$ cat src/rtl/core/sfx_pkg.sv
// Package for the serial frame parser with XOR check.
// Holds the frame constants, the parse phase type and the result record.
// No dependencies; sfx_parse, the top level and the testbench refer to it by scoped name.
package sfx_pkg;

   // Default total frame length in bytes, check byte included.
   localparam int unsigned FRAME_LEN_DEFAULT = 8;

   localparam logic [7:0] HDR_FIRST  = 8'hB4;
   localparam logic [7:0] HDR_SECOND = 8'h69;

   // Frame positions of the second header byte, the command byte and the big-endian value.
   localparam int unsigned HDR_SECOND_INDEX = 1;
   localparam int unsigned CMD_INDEX        = 2;
   localparam int unsigned VALUE_FIRST      = 3;
   localparam int unsigned VALUE_LAST       = 6;

   typedef enum logic [1:0] {
      PH_HUNT  = 2'd0,
      PH_HDR2  = 2'd1,
      PH_BODY  = 2'd2,
      PH_CHECK = 2'd3
   } phase_type;

   typedef struct packed {
      logic               checksum_ok;
      logic [7:0]         command_byte;
      logic signed [31:0] measured_value;
   } result_type;

endpackage

$ cat src/rtl/core/sfx_req_if.sv
// Input channel of the frame parser: one received byte per transaction.
// Standalone; valid/ready handshake with source and sink modports.
interface sfx_req_if;
   logic       valid;
   logic       ready;
   logic [7:0] rx_byte;

   modport source (output valid, output rx_byte, input ready);
   modport sink   (input valid, input rx_byte, output ready);
endinterface

$ cat src/rtl/core/sfx_rsp_if.sv
// Result channel of the frame parser: one frame verdict per transaction.
// Standalone; valid/ready handshake with source and sink modports.
interface sfx_rsp_if;
   logic               valid;
   logic               ready;
   logic               checksum_ok;
   logic [7:0]         command_byte;
   logic signed [31:0] measured_value;

   modport source (output valid, output checksum_ok, output command_byte,
                   output measured_value, input ready);
   modport sink   (input valid, input checksum_ok, input command_byte,
                   input measured_value, output ready);
endinterface

$ cat src/rtl/core/sfx_parse.sv
// Frame parse state machine: header hunt, running XOR and held fields.
// Depends on sfx_pkg for the phase type, constants and result record.
module sfx_parse #(
   parameter int unsigned FRAME_LEN = sfx_pkg::FRAME_LEN_DEFAULT
) (
   input  logic                clock,
   input  logic                reset,
   input  logic                step,
   input  logic [7:0]          rx_byte,
   output logic                res_valid,
   output sfx_pkg::result_type result
);

   localparam int unsigned IdxW = $clog2(FRAME_LEN);
   localparam logic [IdxW-1:0] IdxHdr2   = IdxW'(sfx_pkg::HDR_SECOND_INDEX);
   localparam logic [IdxW-1:0] IdxCmd    = IdxW'(sfx_pkg::CMD_INDEX);
   localparam logic [IdxW-1:0] IdxValLo  = IdxW'(sfx_pkg::VALUE_FIRST);
   localparam logic [IdxW-1:0] IdxValHi  = IdxW'(sfx_pkg::VALUE_LAST);
   localparam logic [IdxW-1:0] IdxCheck  = IdxW'(FRAME_LEN - 1);

   sfx_pkg::phase_type phase_ff, phase_in;
   logic [IdxW-1:0]    index_ff, index_in;
   logic [7:0]         xor_ff, xor_in;
   logic [7:0]         cmd_ff, cmd_in;
   logic [31:0]        value_ff, value_in;
   logic [IdxW-1:0]    index_inc;

   assign index_inc = index_ff + IdxW'(1);

   // Next state.
   always_comb begin
      phase_in = phase_ff;
      index_in = index_ff;
      xor_in   = xor_ff;
      cmd_in   = cmd_ff;
      value_in = value_ff;
      if (step) begin
         unique case (phase_ff)
            sfx_pkg::PH_HUNT: begin
               if (rx_byte == sfx_pkg::HDR_FIRST) begin
                  xor_in   = rx_byte;
                  index_in = IdxHdr2;
                  phase_in = sfx_pkg::PH_HDR2;
               end
            end
            sfx_pkg::PH_HDR2: begin
               if (rx_byte == sfx_pkg::HDR_SECOND) begin
                  xor_in   = xor_ff ^ rx_byte;
                  index_in = IdxCmd;
                  value_in = '0;
                  phase_in = sfx_pkg::PH_BODY;
               end else begin
                  // The rejected byte is not retried as a first header byte.
                  xor_in   = '0;
                  index_in = '0;
                  phase_in = sfx_pkg::PH_HUNT;
               end
            end
            sfx_pkg::PH_BODY: begin
               if (index_ff == IdxCmd) begin
                  cmd_in = rx_byte;
               end else if (index_ff >= IdxValLo && index_ff <= IdxValHi) begin
                  value_in = {value_ff[23:0], rx_byte};
               end
               xor_in   = xor_ff ^ rx_byte;
               index_in = index_inc;
               if (index_inc == IdxCheck) begin
                  phase_in = sfx_pkg::PH_CHECK;
               end
            end
            sfx_pkg::PH_CHECK: begin
               xor_in   = '0;
               index_in = '0;
               phase_in = sfx_pkg::PH_HUNT;
            end
            default: begin
               phase_in = sfx_pkg::PH_HUNT;
            end
         endcase
      end
   end

   // Outputs: a verdict only when the check byte is consumed.
   always_comb begin
      res_valid             = step && (phase_ff == sfx_pkg::PH_CHECK);
      result.checksum_ok    = (rx_byte == xor_ff);
      result.command_byte   = cmd_ff;
      result.measured_value = result.checksum_ok ? signed'(value_ff) : '0;
   end

   always_ff @(posedge clock) begin
      if (reset) begin
         phase_ff <= sfx_pkg::PH_HUNT;
         index_ff <= '0;
         xor_ff   <= '0;
         cmd_ff   <= '0;
         value_ff <= '0;
      end else begin
         phase_ff <= phase_in;
         index_ff <= index_in;
         xor_ff   <= xor_in;
         cmd_ff   <= cmd_in;
         value_ff <= value_in;
      end
   end

   a_result_ends_frame: assert property (@(posedge clock) disable iff (reset)
      res_valid |=> (phase_ff == sfx_pkg::PH_HUNT) && (index_ff == '0) && (xor_ff == '0))
      else $error("parser did not return to the hunt after a frame");

   a_index_in_range: assert property (@(posedge clock) disable iff (reset)
      index_ff <= IdxCheck)
      else $error("frame byte index beyond the check byte");

   a_check_index: assert property (@(posedge clock) disable iff (reset)
      (phase_ff == sfx_pkg::PH_CHECK) |-> (index_ff == IdxCheck))
      else $error("check phase reached at the wrong byte index");

   a_failed_value_zero: assert property (@(posedge clock) disable iff (reset)
      (res_valid && !result.checksum_ok) |-> (result.measured_value == '0))
      else $error("value not cleared on a failed checksum");

endmodule

$ cat src/rtl/core/sensor_frame_parser_xor_check.sv
// A check byte sits in the input register, then its verdict in the result register.
// Throughput: one byte per cycle, set by the combinational parse step between the input
// and result registers; a waiting verdict stalls the input once the input register is full.
// Reset: synchronous, active high; clears both valid flags and returns the parser to the
// header hunt with a cleared running XOR, command and value.
// Depends on sfx_pkg, sfx_req_if, sfx_rsp_if and sfx_parse.
module sensor_frame_parser_xor_check #(
   parameter int unsigned FRAME_LEN = sfx_pkg::FRAME_LEN_DEFAULT
) (
   input logic       clock,
   input logic       reset,
   sfx_req_if.sink   req_chan,
   sfx_rsp_if.source rsp_chan
);

   // Input register: one received byte waiting for the parse step.
   logic       in_valid_ff, in_valid_in;
   logic [7:0] in_byte_ff, in_byte_in;

   // Result register: one finished frame verdict waiting for the consumer.
   logic                rsp_valid_ff, rsp_valid_in;
   sfx_pkg::result_type rsp_data_ff, rsp_data_in;

   logic                advance;
   logic                res_valid;
   sfx_pkg::result_type result;

   // The parse step may run whenever the result register is free or is being
   // emptied in this cycle. A byte that yields no verdict still needs this,
   // which keeps the byte order through the parser simple and strict.
   assign advance        = !rsp_valid_ff || rsp_chan.ready;
   assign req_chan.ready = !in_valid_ff || advance;

   always_comb begin
      in_valid_in = in_valid_ff;
      in_byte_in  = in_byte_ff;
      if (req_chan.ready) begin
         in_valid_in = req_chan.valid;
         in_byte_in  = req_chan.rx_byte;
      end
   end

   sfx_parse #(
      .FRAME_LEN (FRAME_LEN)
   ) u_parse (
      .clock     (clock),
      .reset     (reset),
      .step      (in_valid_ff && advance),
      .rx_byte   (in_byte_ff),
      .res_valid (res_valid),
      .result    (result)
   );

   // When the parse step runs, the result register takes whatever it produced:
   // a verdict on the check byte, or nothing on every other byte.
   always_comb begin
      rsp_valid_in = rsp_valid_ff;
      rsp_data_in  = rsp_data_ff;
      if (advance) begin
         rsp_valid_in = res_valid;
         rsp_data_in  = result;
      end
   end

   always_ff @(posedge clock) begin
      if (reset) begin
         in_valid_ff  <= 1'b0;
         rsp_valid_ff <= 1'b0;
      end else begin
         in_valid_ff  <= in_valid_in;
         rsp_valid_ff <= rsp_valid_in;
      end
   end

   // Payload registers carry no reset.
   always_ff @(posedge clock) begin
      in_byte_ff  <= in_byte_in;
      rsp_data_ff <= rsp_data_in;
   end

   assign rsp_chan.valid          = rsp_valid_ff;
   assign rsp_chan.checksum_ok    = rsp_data_ff.checksum_ok;
   assign rsp_chan.command_byte   = rsp_data_ff.command_byte;
   assign rsp_chan.measured_value = rsp_data_ff.measured_value;

   // A new verdict can only come from a byte that sat in the input register.
   a_rsp_from_input: assert property (@(posedge clock) disable iff (reset)
      $rose(rsp_valid_ff) |-> $past(in_valid_ff))
      else $error("result appeared without a byte in the input register");

   // The input register never drops a byte while the result side is blocked.
   a_input_held: assert property (@(posedge clock) disable iff (reset)
      (in_valid_ff && !advance) |=> in_valid_ff && $stable(in_byte_ff))
      else $error("buffered byte lost during a result stall");

   // A blocked verdict keeps its payload.
   a_result_held: assert property (@(posedge clock) disable iff (reset)
      (rsp_valid_ff && !rsp_chan.ready) |=> $stable(rsp_data_ff))
      else $error("held result changed before it was taken");

endmodule

$ cat src/flat_wrapper.sv
// flat-port wrapper written by rule: the top's interface ports become plain ports
module sensor_frame_parser_xor_check_flat 
#(
   parameter int unsigned FRAME_LEN = sfx_pkg::FRAME_LEN_DEFAULT
)
  (clock, reset, req_chan_valid, req_chan_rx_byte, req_chan_ready, rsp_chan_valid, rsp_chan_checksum_ok, rsp_chan_command_byte, rsp_chan_measured_value, rsp_chan_ready);
  sfx_req_if req_chan_i ();
  sfx_rsp_if rsp_chan_i ();
  input logic clock;
  input logic reset;
  input wire logic [$bits(req_chan_i.valid)-1:0] req_chan_valid;
  input wire logic [$bits(req_chan_i.rx_byte)-1:0] req_chan_rx_byte;
  output wire logic [$bits(req_chan_i.ready)-1:0] req_chan_ready;
  output wire logic [$bits(rsp_chan_i.valid)-1:0] rsp_chan_valid;
  output wire logic [$bits(rsp_chan_i.checksum_ok)-1:0] rsp_chan_checksum_ok;
  output wire logic [$bits(rsp_chan_i.command_byte)-1:0] rsp_chan_command_byte;
  output wire logic [$bits(rsp_chan_i.measured_value)-1:0] rsp_chan_measured_value;
  input wire logic [$bits(rsp_chan_i.ready)-1:0] rsp_chan_ready;
  assign req_chan_i.valid = req_chan_valid;
  assign req_chan_i.rx_byte = req_chan_rx_byte;
  assign req_chan_ready = req_chan_i.ready;
  assign rsp_chan_valid = rsp_chan_i.valid;
  assign rsp_chan_checksum_ok = rsp_chan_i.checksum_ok;
  assign rsp_chan_command_byte = rsp_chan_i.command_byte;
  assign rsp_chan_measured_value = rsp_chan_i.measured_value;
  assign rsp_chan_i.ready = rsp_chan_ready;
  sensor_frame_parser_xor_check #(.FRAME_LEN(FRAME_LEN)) u_core (.clock(clock), .reset(reset), .req_chan(req_chan_i), .rsp_chan(rsp_chan_i));
endmodule
$ cat config.mk
export PLATFORM = sky130hd
export DESIGN_NAME = sensor_frame_parser_xor_check_flat
export DESIGN_NICKNAME = d
export VERILOG_FILES = /design/src/rtl/core/sfx_pkg.sv /design/src/rtl/core/sfx_req_if.sv /design/src/rtl/core/sfx_rsp_if.sv /design/src/rtl/core/sfx_parse.sv /design/src/rtl/core/sensor_frame_parser_xor_check.sv /design/src/flat_wrapper.sv
export SDC_FILE = /design/constraint.sdc
export NUM_CORES = 1
export LEC_CHECK = 0
export BUFFER_PORTS_ARGS = -buffer_cell sky130_fd_sc_hd__buf_2
export CAP_MARGIN = 25
export CORE_MARGIN = 2
export CORE_UTILIZATION = 57
export CTS_CLUSTER_SIZE = 20
export DETAILED_ROUTE_END_ITERATION = 12
export PLACE_DENSITY = 0.77
export SLEW_MARGIN = 20
export SYNTH_ARGS = -nofsm -noshare
export SYNTH_HDL_FRONTEND = slang
export SYNTH_SLANG_ARGS = --single-unit
export TNS_END_PERCENT = 100
$ cat constraint.sdc
create_clock -name clock -period 3.35 [get_ports clock]
set_clock_uncertainty 0.05 [all_clocks]
set_input_delay 1.005 -clock clock [delete_from_list [all_inputs] [get_ports clock]]
set_output_delay 1.005 -clock clock [all_outputs]
set_load 0.05 [all_outputs]
==> results of run 1 <==
==> power by group <==
part	switching, mW	total [mW]	leakage, nW	internal [mW]
combinational	0.0227	0.0356	0.740	0.0128
clock	0.407	0.830	0.104	0.423
sequential	0.0137	1.34	1.03	1.32
total	0.443	2.20	1.88	1.76
==> final cells by class <==
type | count | share of cell area
flip-flops and latches | 104 | 0.5395
multi-input cells | 235 | 0.3144
repair buffers | 60 | 0.06612
clock buffers | 11 | 0.02755
well taps | 99 | 0.02598
clock inverters | 5 | 0.01706
inverters | 12 | 0.009446
==> per-layer routing <==
metal,track usage,wire length (µm),part of all wire,vias up
met5,0,0,0,-
met4,0.08077,146,0.020,0
met3,0.03856,418,0.057,16
met2,0.3214,3716,0.51,100
met1,0.2469,3073,0.42,1330
li1,-,-,-,1394
==> stage by stage <==
stage	std cells	util	area (µm²)
floorplan	373	-	4224
global placement	510	0.6315	4556
CTS	526	0.6609	4768
detailed placement	510	0.6315	4556
finish	526	0.6609	4768
global route	526	0.6609	4768
==> worst reg2reg max path: stages, from the launching register on <==
cell and delay, ns:
edfxtp_1 0.53, nand2b_1 0.30, or3_1 0.46, a211oi_4 0.21
buf_4 0.48, mux2i_1 0.31
==> cell families (layout without fill, tap and decap cells) <==
group / Yosys count / after routing / synth area share
xor gates and xnor gates: 8 / 8 / 0.01659
muxes: 40 / 40 / 0.09479
and+or+nand+nor: 150 / 150 / 0.1712
adders and majority gates: 3 / 3 / 0.008887
AOI/OAI and AO/OA: 34 / 34 / 0.06280
DFF: 104 / 104 / 0.6090
buffers and inverters: 34 / 88 / 0.03673
==> flip-flops by register name (all words and copies together), names as in the netlist, 3 cells and up, named ones only <==
register	cells
u_core.in_byte_ff	8
u_core.rsp_chan.measured_value	32
u_core.rsp_chan.command_byte	8
u_core.u_parse.value_ff	32
u_core.u_parse.cmd_ff	8
u_core.u_parse.index_ff	3
u_core.u_parse.xor_ff	8
==> placed cells by master (no fill, tap or decap), types with 6 or more instances in the layout <==
cell	n
and2_1	32
mux2i_1	40
a21oi_1	11
edfxtp_1	49
buf_2	54
buf_4	6
nand2_1	74
dfxtp_1	55
nand3_1	6
clkbuf_8	9
xnor2_1	8
nor2_1	17
inv_1	10
==> final timing paths <==
| kind | from | to | slack (ns) | depth (start not counted) |
|---|---|---|---|---|
| max | rsp_chan_ready | req_chan_ready | 0.58 | 4 |
| min | u_core.u_parse.cmd_ff[3]$_SDFFE_PP0P_ | u_core.rsp_chan.command_byte[3]$_DFFE_PN_ | 0.39 | 0 |
| max reg2reg | u_core.in_byte_ff[1]$_DFFE_PP_ | u_core.u_parse.value_ff[22]$_SDFFE_PP0P_ | 0.93 | 5 |
| min reg2reg | u_core.u_parse.cmd_ff[3]$_SDFFE_PP0P_ | u_core.rsp_chan.command_byte[3]$_DFFE_PN_ | 0.39 | 0 |
==> results.cfg, run 1 <==
[routing]
vias_per_cell = 5.399
drc = 0
wl_um = 7356
postRouteAntennaNets = 0
drt_iter0_markers = 207
drtPass1Iterations = 5
vias = 2840
wire_per_inst_um = 13.98

[sta]
slew_headroom = 0.4982
timing.fmax_ghz = 0.3605
rsz0062_at_grt = no
hold_violations = 0
period_share = 0.8281
worst_pin_slew_ns = 0.7463
final.setup.worst_slack_ns = 0.5757
setup_violations = 0
setup_tns_ns = 0
maxSlewViolCount = 0
finalCriticalPeriod_ns = 2.774
holdWs_ns = 0.3896

[yosys]
synth.most_common_cell = nand2_1
ys.flop_type = dfxtp_1
synth_area_leader_cell = edfxtp_1
ys_warn_count = 0
yosysTopAreaCellShare = 0.3483
synth_edf_count = 49
syn_avg_cell_area_um2 = 11.32
yosysUniqueCellTypes = 41
synthesis.area_um2 = 4224
synthesis.instances = 373
ys_seq_area_frac = 0.6090
synth_common_cells = nand2_1, dfxtp_1, edfxtp_1
synthesis.nets = 388
ys_ff_latch = 104
async_reset_ff_frac = 0
synthTopCellsByArea = edfxtp_1, dfxtp_1, mux2i_1, nand2_1, and2_1

[clock_tree]
path_clk_slew_ns = 0.09
clkLatencyLatePin_ns = 0.36
cts_buffers = 9
cts-root-buf = clkbuf_8
cts_max_level = 3
clockBufferDepth = 2
post-cts-setup-buffers = 0
cts.sinks = 104
cts_resized = 0
cts_hold_buf = 0
tritoncts = done

[final_layout]
regArea_um2 = 2572
layout.nets = 437
layout-drive-gt1-share = 0.1850
nFillCells = 569
syn_to_final_growth_pct = 12.89
multi_input_area_um2 = 1499
diodes = 0

[place]
routabilityCongestion = 0.8713
hpwl_um = 4838
dp_slack_ns = 0.5688
port_buffers = 54

[hold_path]
hp-class = reg -> reg

[floorplanning]
die_x_um = 90.09
start_util = 0.5855
std_cell_rows = 31
die_h_um = 90.09
dieArea_um2 = 8115
core_area_um2 = 7214
io_pins = 55

[setup_path]
cp_slowest_stage_delay_ns = 0.28
crit_arrival_ns = 1.72
critPathSlowestCell = nor2b_1
critical_path.top_delay_family = simple AND/OR/NAND/NOR gates
crit_required_ns = 2.29
crit_chain = buf_2 -> nor2b_1 -> nand2_1 -> buf_2
worst-path-max-fanout = 4
start_kind = input pin
end_kind = output pin
crit_type = in -> out
cp_common_cell = buf_2
crit_buf_inv = 2

[outcome]
run_status = completed

[global_route]
grt_pass1_wl_um = 12610
grtUsageTotal = 0.1928
grt_max_degree = 38
grt_pass1_vias = 2694
antenna_found_initial = 0
grt_remaining_overflow = 0

[power]
p_per_area_nw_per_um2 = 462.0
vdd_ir_drop_max_uv = 302.5
power_mw = 2.203
p_leak_nw = 1.878

[flow_run]
max_cap_violations = 0
(Power assumes the default switching activity.)
==> inputs of run 2 (changes only) <==
--- a/config.mk
+++ b/config.mk
@@ -8,10 +8,10 @@
 export BUFFER_PORTS_ARGS = -buffer_cell sky130_fd_sc_hd__buf_2
 export CAP_MARGIN = 25
 export CORE_MARGIN = 2
-export CORE_UTILIZATION = 57
+export CORE_UTILIZATION = 51
 export CTS_CLUSTER_SIZE = 20
 export DETAILED_ROUTE_END_ITERATION = 12
-export PLACE_DENSITY = 0.77
+export PLACE_DENSITY = 0.73
 export SLEW_MARGIN = 20
 export SYNTH_ARGS = -nofsm -noshare
 export SYNTH_HDL_FRONTEND = slang
==> constraint.sdc (replaced) <==
create_clock -name clock -period 2.4 [get_ports clock]
set_clock_uncertainty 0.05 [all_clocks]
set_input_delay 0.72 -clock clock [delete_from_list [all_inputs] [get_ports clock]]
set_output_delay 0.72 -clock clock [all_outputs]
set_load 0.05 [all_outputs]
==> run 2 against run 1 <==
  * Combinational power is 83% higher
  * Hold slack better by 0.00094 ns
  * Cell count is 3.8% higher
  * Setup slack worse by 0.32 ns
  * Count of clock-buffer cells in the layout is 1 lower
  * Sequential share of layout area is 1.2 points lower
  * Sequential power is 39% higher
  * Via count is 0.88% lower
  * Die area is 11% higher
  * Non-clock buffer count is 14 higher
  * Power is 36% higher
  * Core utilization is 6.1 points lower
==> results.cfg, run 2 (synthesis gave the netlist of run 1 again) <==
[outcome]
run_status = completed

[setup_path]
crit_chain = nand4bb_1 -> or3_1 -> a211oi_4 -> buf_12 -> mux2i_1
cp_slowest_stage_delay_ns = 0.52
crit_arrival_ns = 2.38
worst-path-max-fanout = 32
critPathSlowestCell = dfxtp_1
start_kind = flip-flop
crit_required_ns = 2.63
end_kind = flip-flop
crit_type = reg -> reg

[sta]
holdWs_ns = 0.3905
slew_headroom = 0.6073
rsz0062_at_grt = no
period_share = 0.8930
hold_violations = 0
timing.fmax_ghz = 0.4666
final.setup.worst_slack_ns = 0.2568
setup_tns_ns = 0
worst_pin_slew_ns = 0.5882
maxSlewViolCount = 0
setup_violations = 0
finalCriticalPeriod_ns = 2.143

[floorplanning]
io_pins = 55
start_util = 0.5193
die_x_um = 95.01
core_area_um2 = 8134
dieArea_um2 = 9026
std_cell_rows = 33
die_h_um = 95.01

[global_route]
grt_pass1_wl_um = 12190
antenna_found_initial = 0
grt_pass1_vias = 2652
grtUsageTotal = 0.1754
grt_max_degree = 38
grt_remaining_overflow = 0

[clock_tree]
clockBufferDepth = 2
cts_hold_buf = 0
tritoncts = done
cts_max_level = 3
cts.sinks = 104
cts-root-buf = clkbuf_8
cts_resized = 0
clkLatencyLatePin_ns = 0.37
post-cts-setup-buffers = 0
cts_buffers = 9
path_clk_slew_ns = 0.09

[routing]
wire_per_inst_um = 13.34
drc = 0
vias_per_cell = 5.156
drt_iter0_markers = 91
vias = 2815
postRouteAntennaNets = 0
wl_um = 7282
drtPass1Iterations = 4

[flow_run]
max_cap_violations = 0

[final_layout]
layout-drive-gt1-share = 0.2109
syn_to_final_growth_pct = 15.52
final_cell_mix = nand2_1, dfxtp_1, buf_2, edfxtp_1, mux2i_1
final_common_cell = nand2_1
diodes = 0
layout.nets = 451
postLayoutCellArea_um2 = 4880

[power]
power_mw = 2.992
vdd_ir_drop_max_uv = 374.7
p_leak_nw = 1.943
p_per_area_nw_per_um2 = 613.2

[hold_path]
hp-class = reg -> reg

[place]
port_buffers = 54
hpwl_um = 4936
placed_area_um2 = 4683
dp_slack_ns = 0.2284
routabilityCongestion = 0.7936
## run 2: cell count changes in the layout (fill, tap and decap cells not counted)
| cell | change |
|---|---|
| clkinv_2 | -1 |
| buf_12 | +1 |
| inv_4 | +1 |
| inv_2 | -1 |
| clkinv_4 | +3 |
| clkinvlp_4 | -1 |
| clkinv_1 | +1 |
| buf_4 | +13 |
| bufinv_16 | -1 |
| clkbuf_1 | -1 |
## run 2: path summary, 6_finish.rpt
kind	from	to	slack, ns	cells after the start
worst max-delay path	u_core.u_parse.phase_ff[0]$_SDFFE_PP0P_	u_core.u_parse.value_ff[1]$_SDFFE_PP0P_	0.26	5
worst min-delay path	u_core.u_parse.cmd_ff[7]$_SDFFE_PP0P_	u_core.rsp_chan.command_byte[7]$_DFFE_PN_	0.39	0
worst max register to register	u_core.u_parse.phase_ff[0]$_SDFFE_PP0P_	u_core.u_parse.value_ff[1]$_SDFFE_PP0P_	0.26	5
worst min register to register	u_core.u_parse.cmd_ff[7]$_SDFFE_PP0P_	u_core.rsp_chan.command_byte[7]$_DFFE_PN_	0.39	0
## run 2: area by class of cell
cell class	instances	area [µm²]
sequential	104	2572
multi-input combinational	235	1499
tap	105	131.4
fill	680	3254
timing repair buffer	74	432.9
clock inverter	6	68.82
inverter	12	47.55
clock buffer	10	127.6
## run 2: through the flow
stage / util / std cells
finish: 0.5999 / 546
detailed placement: 0.5758 / 530
CTS: 0.5999 / 546
global route: 0.5999 / 546
floorplan: - / 373
global placement: 0.5758 / 530
## run 2: critical path: cells and delay by family (launching register included)
family | cells | cell delay, ns
AO/OA/AOI/OAI | 1 | 0.27
buffers and inverters | 1 | 0.28
flip-flops | 1 | 0.52
multiplexers | 1 | 0.26
AND/OR/NAND/NOR | 2 | 0.67
## run 2: power by group
part           switching, mW  internal, mW
logic                 0.0408        0.0245
registers             0.0111          1.85
clock network          0.580         0.488
## run 2: per-layer routing
layer,routed length [µm],share of wire,GRT usage,vias up
li1,-,-,-,1417
met1,3281,0.45,0.2215,1317
met2,3555,0.49,0.2866,71
met3,309,0.042,0.04389,10
met4,136,0.019,0.07488,0
met5,0,0,0,-
==> inputs of run 3 (changes only) <==
--- a/config.mk
+++ b/config.mk
@@ -11,6 +11,7 @@
 export CORE_UTILIZATION = 51
 export CTS_CLUSTER_SIZE = 20
 export DETAILED_ROUTE_END_ITERATION = 12
+export MAX_ROUTING_LAYER = met4
 export PLACE_DENSITY = 0.73
 export SLEW_MARGIN = 20
 export SYNTH_ARGS = -nofsm -noshare
==> run 3 against run 2 <==
  * Largest cell class unchanged
  * Cell count stayed put
  * Critical path depth stayed put
  * First-iteration DRC count stayed put
  * Flip-flop and latch count stayed put
  * Register-to-register slack hardly changed
  * Routed wire length is 0.38% lower
  * Combinational power hardly changed
  * Clock power hardly changed
  * Global-route usage is 0.52 points higher
  * Power hardly changed
  * Hold slack hardly changed
==> results.cfg, run 3 (synthesis gave the netlist of run 1 again) <==
[floorplanning]
std_cell_rows = 33
core_area_um2 = 8134
io_pins = 55
start_util = 0.5193
dieArea_um2 = 9026
die_h_um = 95.01
die_x_um = 95.01

[final_layout]
final_cell_mix = nand2_1, dfxtp_1, buf_2, edfxtp_1, mux2i_1
syn_to_final_growth_pct = 15.52
layout-drive-gt1-share = 0.2109
diodes = 0
layout.nets = 451
nFillCells = 680
multi_input_area_um2 = 1499
regArea_um2 = 2572
final_common_cell = nand2_1
fin_cells = 546
postLayoutCellArea_um2 = 4880

[clock_tree]
post-cts-setup-buffers = 0
cts_max_level = 3
clkLatencyLatePin_ns = 0.37
path_clk_slew_ns = 0.09
clockBufferDepth = 2
cts_buffers = 9
cts_resized = 0
cts.sinks = 104
cts_hold_buf = 0
cts-root-buf = clkbuf_8
tritoncts = done

[setup_path]
start_kind = flip-flop
crit_required_ns = 2.63
crit_buf_inv = 1
critPathSlowestCell = dfxtp_1
crit_type = reg -> reg
end_kind = flip-flop
worst-path-max-fanout = 32
crit_arrival_ns = 2.36
cp_slowest_stage_delay_ns = 0.52
crit_chain = nand4bb_1 -> or3_1 -> a211oi_4 -> buf_12 -> mux2i_1
critical_path.top_delay_family = simple AND/OR/NAND/NOR gates

[place]
dp_slack_ns = 0.2284
routabilityCongestion = 0.8049
port_buffers = 54
hpwl_um = 4936
placed_area_um2 = 4683
dp_cells = 530

[global_route]
grt_remaining_overflow = 0
grt_util_met2 = 0.2866
grt_pass1_wl_um = 12190
busiest_layer = met2
antenna_found_initial = 0
met1_usage = 0.2215
grt_use_met3 = 0.04389
grt_max_degree = 38
grt_pass1_vias = 2652
grtUsageTotal = 0.1805

[sta]
maxSlewViolCount = 0
finalCriticalPeriod_ns = 2.131
slew_headroom = 0.6076
worst_pin_slew_ns = 0.5877
final.setup.worst_slack_ns = 0.2687
timing.fmax_ghz = 0.4692
hold_violations = 0
period_share = 0.8881
rsz0062_at_grt = no
setup_tns_ns = 0
setup_violations = 0

[flow_run]
max_cap_violations = 0

[routing]
vias_per_cell = 5.148
postRouteAntennaNets = 0
vias = 2811
drtPass1Iterations = 4
drc = 0
wire_per_inst_um = 13.29
drt_iter0_markers = 91
wl_um = 7254

[power]
vdd_ir_drop_max_uv = 374.4
p_per_area_nw_per_um2 = 612.7
p_leak_nw = 1.943

[hold_path]
hp-class = reg -> reg

[outcome]
run_status = completed
[run 3: metrics by stage]
stage                     power [mW]  hold slack (ns)    util
after detailed placement       1.965           0.3692  0.5758
after global placement         1.964           0.3742  0.5758
after floorplan                1.936           0.3580       -
final                          2.990           0.3907  0.5999
after global routing           3.112           0.4133  0.5999
after CTS                      3.021           0.3935  0.5999
[run 3: final cells by class]
class | count | share of cell area
clock buffer | 10 | 0.02615
clock inverter | 6 | 0.01410
inverter | 12 | 0.009744
multi-input combinational | 235 | 0.3072
sequential | 104 | 0.5272
tap | 105 | 0.02692
timing repair buffer | 74 | 0.08872
[run 3: power breakdown]
group          total [mW]  switching [mW]  internal, mW  leakage, nW
Sequential           1.86          0.0111          1.85         1.03
Clock                1.07           0.577         0.488       0.0985
Combinational      0.0652          0.0407        0.0245        0.811
[run 3: routing by layer]
metal,vias to the layer above,share of wire
li1,1418,-
met5,-,0
met4,0,0.019
met3,15,0.049
met1,1293,0.44
met2,85,0.49
[run 3: worst paths after layout]
check,end,from,cells after the start,slack [ns]
hold reg to reg,u_core.rsp_chan.command_byte[7]$_DFFE_PN_,u_core.u_parse.cmd_ff[7]$_SDFFE_PP0P_,0,0.39
setup reg to reg,u_core.u_parse.value_ff[1]$_SDFFE_PP0P_,u_core.u_parse.phase_ff[0]$_SDFFE_PP0P_,5,0.27
setup / recovery,u_core.u_parse.value_ff[1]$_SDFFE_PP0P_,u_core.u_parse.phase_ff[0]$_SDFFE_PP0P_,5,0.27
hold / removal,u_core.rsp_chan.command_byte[7]$_DFFE_PN_,u_core.u_parse.cmd_ff[7]$_SDFFE_PP0P_,0,0.39
